## src/hw/rtl/ray_quad_intersect_macros.svh

```systemverilog
// Assertion helpers for the ray/quad intersection block.
`ifndef RAY_QUAD_INTERSECT_MACROS_SVH
`define RAY_QUAD_INTERSECT_MACROS_SVH
`ifndef SYNTHESIS
`define RQI_ASSERT_IMP(lbl, ante, cons) \
  lbl: assert property (@(posedge clk) disable iff (!rst_n) (ante) |-> (cons)) \
    else $error("rqi assertion failed");
`define RQI_ASSERT_NXT(lbl, ante, cons) \
  lbl: assert property (@(posedge clk) disable iff (!rst_n) (ante) |=> (cons)) \
    else $error("rqi assertion failed");
`else
`define RQI_ASSERT_IMP(lbl, ante, cons)
`define RQI_ASSERT_NXT(lbl, ante, cons)
`endif
`endif

```

## src/hw/rtl/rqi_pkg.sv

```systemverilog
package rqi_pkg;

  localparam int COORD_W    = 16;
  localparam int WORD_W     = 3 * COORD_W;
  localparam int IN_W       = 6 * WORD_W;
  localparam int OUT_W      = 56;
  localparam int E_W        = COORD_W + 1;
  localparam int PROD_W     = 2 * E_W;
  localparam int N_W        = PROD_W + 2;
  localparam int DOT_W      = 56;
  localparam int DEN_W      = DOT_W - 1;
  localparam int REM_W      = DEN_W + 1;
  localparam int T_FRAC     = 30;
  localparam int T_W        = T_FRAC + 1;
  localparam int DIV_STAGES = T_W;
  localparam int P_W        = COORD_W + 2;
  localparam int NUM_EDGES  = 6;

  localparam logic [1:0] EDGE_FROM [NUM_EDGES] = '{2'd0, 2'd1, 2'd2, 2'd0, 2'd2, 2'd3};
  localparam logic [1:0] EDGE_TO   [NUM_EDGES] = '{2'd1, 2'd2, 2'd0, 2'd2, 2'd3, 2'd0};

  typedef logic signed [COORD_W-1:0] coord_t;

  typedef enum logic [1:0] {
    DROP_X = 2'd0,
    DROP_Y = 2'd1,
    DROP_Z = 2'd2
  } axis_t;

  typedef struct packed {
    logic          miss;
    axis_t         axis;
    coord_t [2:0]  s;
    coord_t [2:0]  r;
    coord_t [3:0]  cu;
    coord_t [3:0]  cv;
  } pay_t;

  typedef struct packed {
    pay_t              pay;
    logic [DEN_W-1:0]  num;
    logic [DEN_W-1:0]  den;
  } qent_t;

  function automatic coord_t ck(input logic [WORD_W-1:0] w, input logic [1:0] k);
    ck = coord_t'(w[COORD_W*k +: COORD_W]);
  endfunction

  function automatic logic [1:0] proj_u(input axis_t ax);
    case (ax)
      DROP_X:  proj_u = 2'd1;
      default: proj_u = 2'd0;
    endcase
  endfunction

  function automatic logic [1:0] proj_v(input axis_t ax);
    case (ax)
      DROP_Z:  proj_v = 2'd1;
      default: proj_v = 2'd2;
    endcase
  endfunction

endpackage

```

## src/hw/rtl/rqi_queue.sv

```systemverilog
`include "ray_quad_intersect_macros.svh"
module rqi_queue import rqi_pkg::*; #(
  parameter int DEPTH = 4
) (
  input  logic  clk,
  input  logic  rst_n,
  input  logic  push,
  input  qent_t wr_ent,
  output logic  full,
  input  logic  pop,
  output qent_t rd_ent,
  output logic  empty
);

  localparam int PW = (DEPTH > 1) ? $clog2(DEPTH) : 1;
  localparam int CW = $clog2(DEPTH + 1);

  qent_t          mem [DEPTH];
  logic [PW-1:0]  wp_r, rp_r;
  logic [CW-1:0]  count_r;

  assign full   = (count_r == CW'(DEPTH));
  assign empty  = (count_r == '0);
  assign rd_ent = mem[rp_r];

  always_ff @(posedge clk) begin
    if (push) begin
      mem[wp_r] <= wr_ent;
    end
  end

  always_ff @(posedge clk) begin
    if (!rst_n) begin
      wp_r    <= '0;
      rp_r    <= '0;
      count_r <= '0;
    end else begin
      if (push) begin
        wp_r <= (wp_r == PW'(DEPTH - 1)) ? '0 : wp_r + 1'b1;
      end
      if (pop) begin
        rp_r <= (rp_r == PW'(DEPTH - 1)) ? '0 : rp_r + 1'b1;
      end
      if (push && !pop) begin
        count_r <= count_r + 1'b1;
      end else if (pop && !push) begin
        count_r <= count_r - 1'b1;
      end
    end
  end

  `RQI_ASSERT_IMP(q_no_overflow, push, !full)
  `RQI_ASSERT_IMP(q_no_underflow, pop, !empty)
  `RQI_ASSERT_NXT(q_count_up, push && !pop, count_r == CW'($past(count_r) + 1'b1))

endmodule

```

## config.mk

```make
export PLATFORM = sky130hd
export DESIGN_NAME = rqi_queue
export DESIGN_NICKNAME = d
export VERILOG_FILES = /design/src/hw/rtl/rqi_pkg.sv /design/src/hw/rtl/rqi_queue.sv
export VERILOG_INCLUDE_DIRS = /design/src /design/src/hw/rtl
export SDC_FILE = /design/constraint.sdc
export NUM_CORES = 1
export LEC_CHECK = 0
export BUFFER_PORTS_ARGS = -buffer_cell sky130_fd_sc_hd__buf_4
export CAP_MARGIN = 20
export CELL_PAD_IN_SITES_DETAIL_PLACEMENT = 1
export CELL_PAD_IN_SITES_GLOBAL_PLACEMENT = 2
export CORE_UTILIZATION = 49
export DETAILED_ROUTE_END_ITERATION = 8
export PLACE_DENSITY_LB_ADDON = 0.3
export SLEW_MARGIN = 20
export SYNTH_ARGS = -nofsm -noshare
export SYNTH_HDL_FRONTEND = slang
export SYNTH_SLANG_ARGS = --single-unit
```

## constraint.sdc

```tcl
create_clock -name clk -period 14.03 [get_ports clk]
set_input_delay 0.7015 -clock clk [delete_from_list [all_inputs] [get_ports clk]]
set_output_delay 0.7015 -clock clk [all_outputs]
set_load 0.1 [all_outputs]
```

Yosys cells after proc, flatten, opt, wreduce, memory -nomap -nowiden
Memory sizes are Yosys's and may differ from the RTL's. A register that Yosys moved wholly into a read port is not among the register bits.
Cells that the tools add are included.

word-level totals
  bits in writable memories = 1348
  flip-flop bits (word level) = 7
  memories kept = 1
  logic and storage cells = 25

memory list
  memory  words  bits a word  rd ports  clocked after Yosys merged registers in  wr ports  RTL line         RTL
  mem     4      337          1         1                                        1         rqi_queue.sv:18  qent_t mem [DEPTH];

cells by class
  reduce and logical (&&, ||, !) cells = 6
  muxes and demuxes = 8
  add/sub/neg operators = 4
  eq/ne operators = 3

operator list
  operator               count
  $mux W2                4
  $mux W3                2
  $add A2 B1 Y2 const B  2
  $eq A2 B2 Y1 const B   2
  $add A3 B1 Y3 const B  1
  $eq A3 B3 Y1 const B   1
  $logic_not A3 Y1       1
  $sub A3 B1 Y3 const B  1
  $logic_and A1 B1 Y1    2
  $logic_not A1 Y1       2
  $mux W1                2
  $reduce_bool A2 Y1     1

Logic depth before layout (Yosys ltp)
  word-level depth = 4
  mapped depth = 7
  gate-level depth less buffers = 7

Least setup slack after synthesis
Ideal clock, no wire load.

  path type = input-to-reg
  start = in push
  end = mem mem[0][0] (netlist bit), enable pin
  data arrival time = 8293 ps
  path slack = 4997 ps
  library setup time = 741 ps
  stages = 1
  cell sequence = and2_1

on the way
  word-level cells in the longest chain between the ends = 2

ends and longest elaborated chain
  item                           RTL line         RTL
  start, declared                rqi_queue.sv:7   input logic push,
  $mux W1                        rqi_queue.sv:27  if (push) begin
  $mux W1 (not written as such)  rqi_queue.sv:28  mem[wp_r] <= wr_ent;
  end, declared                  rqi_queue.sv:18

Every way passes these cells.

==> impl_metrics.toml <==
[pwr]
p_leak_nw = 20.01
power_density_nw_per_um2 = 167.9
irDropWorstVdd_v = 0.0001209

[synthesis]
syn_area_um2 = 49450
netlist_instances = 1804
yosys.area.top_type = "edfxtp_1"
netlist_top_cells_area = "edfxtp_1 (82%), mux4_2 (15%), buf_12 (1.5%), dfxtp_1 (0.36%), buf_2 (0.34%)"
syn_avg_cell_area_um2 = 27.41
yosysSeqAreaShare = 0.8221
synthDistinctLibCells = 23
syn_nets = 2152
synth_seq_cells = 1357
synth_top_area_frac = 0.8185
yosysWarnings = 0

[setup_path]
worst_path_max_delay_cell = "dfxtp_4"
crit_family = "buffers and inverters"
cp.buffers_inverters = 4
crit_top_cell = "buf_4"
crit_chain = "buf_4 -> buf_4 -> buf_4 -> mux4_2 -> buf_4"
cp.arrival_ns = 4.98
crit_end = "rd_ent[268]"
critPathRequiredTime_ns = 13.33
r2r_cells = 6
regToRegSetupSlack_ns = 9.90
worstReg2RegStart = "wp_r[0]"
cp_max_fo = 63
cp_slowest_stage_delay_ns = 0.89
worst_r2r_endpoint = "mem[2][2]"
cp_num_cells = 5
end_kind = "output pin"
worstSetupPathType = "flop to output pin"
setup.worst_path.start_class = "flop"

[clocking]
path_clk_slew_ns = 0.06
htreeDepth = 4
cts_sinks = 1357
cts-hold-fix-buffers = 0
insertion_delay_ns = 0.74
clockBufferDepth = 3
cts_tree = "built"
cts_buffers = 138
root_buffer = "clkbuf_16"
cts_resized = 0
cts_setup_buffers = 0

[drt]
routed_wl_mm = 112.0
drt-pass1-iter-count = 5
drt_iter0_drc = 1399
routed_via_density = 5.554
vias = 22190
ant_nets = 0
wl_per_cell_um = 28.02
drc_errors = 0

[placement]
place.gp.congestion = 0.7736
hpwl_mm = 69.34
placed_cells = 3734
io_buffers = 679

[sta]
fin_crit_sh = 0.4053
rsz0062_at_grt = "no"
min_period_ns = 5.686
worst_pin_slew_ns = 1.114
finalSetupTns_ns = 0
max_freq_mhz = 175.9
max_slew_margin = 0.2575
hold_viol = 0
maxSlewViolCount = 0
setup_viol = 0
skew_ns = 0.02353

[job]
maxCapViolations = 0

[cells_and_area]
area_growth_pct = 21.34
ff_latch_area_um2 = 40670
drive_gt1_frac = 0.4618
fillers = 8171
final_cells = 3996
multiInputGateArea_um2 = 7863
nNetsFinal = 2924

[floorplanning]
chipWidth_um = 319.7
core_region_area_um2 = 100000
row_count = 116
ios = 680
dieArea_um2 = 102200
initial_utilization = 0.4945
die_h_um = 319.7

[grt]
grt_pass1_wl_mm = 162.0
overflow = 0
antenna_found_initial = 24
grt.total_usage = 0.2192
grt_pass1_vias = 24500
grt_max_degree = 143

[status]
status = "finished, final reports clean"

[hold_path]
hold_class = "primary input to flop"
==> how the worst min path moves through the flow <==
stage                start           to  slack (ns)  depth (start not counted)
2_1_floorplan   count_r[2]   count_r[2]        0.47                          2
3_3_place_gp    count_r[2]   count_r[2]        0.49                          2
3_5_place_dp    count_r[2]   count_r[2]        0.51                          2
4_1_cts        wr_ent[229]  mem[0][229]        0.09                          1
5_1_grt          wr_ent[5]    mem[0][5]        0.11                          1
6_report       wr_ent[125]  mem[2][125]        0.16                          1
==> where the power goes <==
group / total, mW / switching [mW] / internal, mW
Clock: 3.61 / 1.51 / 2.10
Sequential: 4.70 / 0.0506 / 4.65
Combinational: 1.76 / 1.34 / 0.419
Total: 10.1 / 2.90 / 7.17
==> synth_stat cells <==
master,n
a21boi_0,1
and2_1,5
buf_12,36
buf_2,34
buf_6,1
buf_8,1
clkbuf_1,3
dfxtp_1,9
edfxtp_1,1348
fa_1,1
ha_1,6
inv_1,4
mux2i_1,4
mux4_2,337
nor2_1,1
nor2b_1,5
nor3_1,2
nor3b_1,1
o21a_1,1
o21ai_0,1
or3_1,1
xnor2_1,1
xor2_1,1
==> flip-flops by register name, indices dropped and copies added (netlist names), named ones only <==
| name | cells |
|---|---|
| rp_r | 2 |
| count_r | 3 |
| wp_r | 2 |
| mem | 1348 |
==> cell families after synthesis <==
| kind of cell | count (synthesis) | share of synthesized area |
|---|---|---|
| and+or+nand+nor | 15 | 0.001822 |
| muxes | 341 | 0.1543 |
| xor gates and xnor gates | 2 | 0.0003543 |
| DFF | 1357 | 0.8221 |
| AOI/OAI and AO/OA | 3 | 0.0004048 |
| adders and majority gates | 7 | 0.001923 |
| buffers and inverters | 79 | 0.01908 |
==> area by class of cell <==
| class | count | area share |
|---|---|---|
| clock buffer | 167 | 0.06007 |
| multi-input combinational | 368 | 0.1310 |
| inverter | 4 | 0.0002502 |
| timing repair buffer | 707 | 0.08907 |
| sequential | 1357 | 0.6777 |
| tap | 1298 | 0.02706 |
| clock inverter | 78 | 0.01412 |
| antenna | 17 | 0.0007089 |
==> cells in the final DEF, fill, tap and decap left out <==
cell type,n
nor3b_1,1
clkinv_4,1
clkinv_8,4
a21boi_0,1
xnor2_1,1
dfxtp_4,2
clkinv_1,30
o21ai_0,1
bufinv_16,14
diode_2,17
clkinvlp_4,4
inv_6,4
fa_1,1
clkbuf_16,140
or3_1,1
ha_1,6
mux4_2,337
clkinv_16,1
nor2b_1,5
mux2i_1,4
nor3_1,2
clkinv_2,17
inv_1,4
buf_12,3
and2_1,1
xor2_1,1
buf_4,704
inv_16,3
o21a_1,1
and2_4,4
edfxtp_1,1348
clkbuf_1,27
dfxtp_1,7
nor2_1,1
==> layer usage <==
metal  track usage  share of wire  up-vias
li1              -              -     9435
met1        0.2465           0.35    11800
met2        0.3749           0.53      739
met3       0.08105          0.084      207
met4       0.09391          0.037       16
met5             0         0.0010        -
==> per-stage QoR <==
stage          power, mW  area (um2)  worst slack, ns  utilization  hold WS (ns)
2_1_floorplan      6.186       49450            4.997            -        0.4724
3_3_place_gp       6.531       55510            9.039       0.5551        0.4879
3_5_place_dp       6.565       55510            8.965       0.5551        0.5148
4_1_cts            10.18       59970            8.127       0.5996       0.09022
5_1_grt            10.35       60000            8.021       0.6000        0.1104
6_report           10.08       60010            8.344       0.6001        0.1584
==> worst reg2reg max path: stages, from the launching register on <==
cell     delay, ns
dfxtp_1       0.35
inv_1         0.10
ha_1          0.15
and2_4        0.61
buf_4         0.67
buf_4         0.90
buf_4         0.95
No activity file was read; power rests on OpenSTA's default activity.
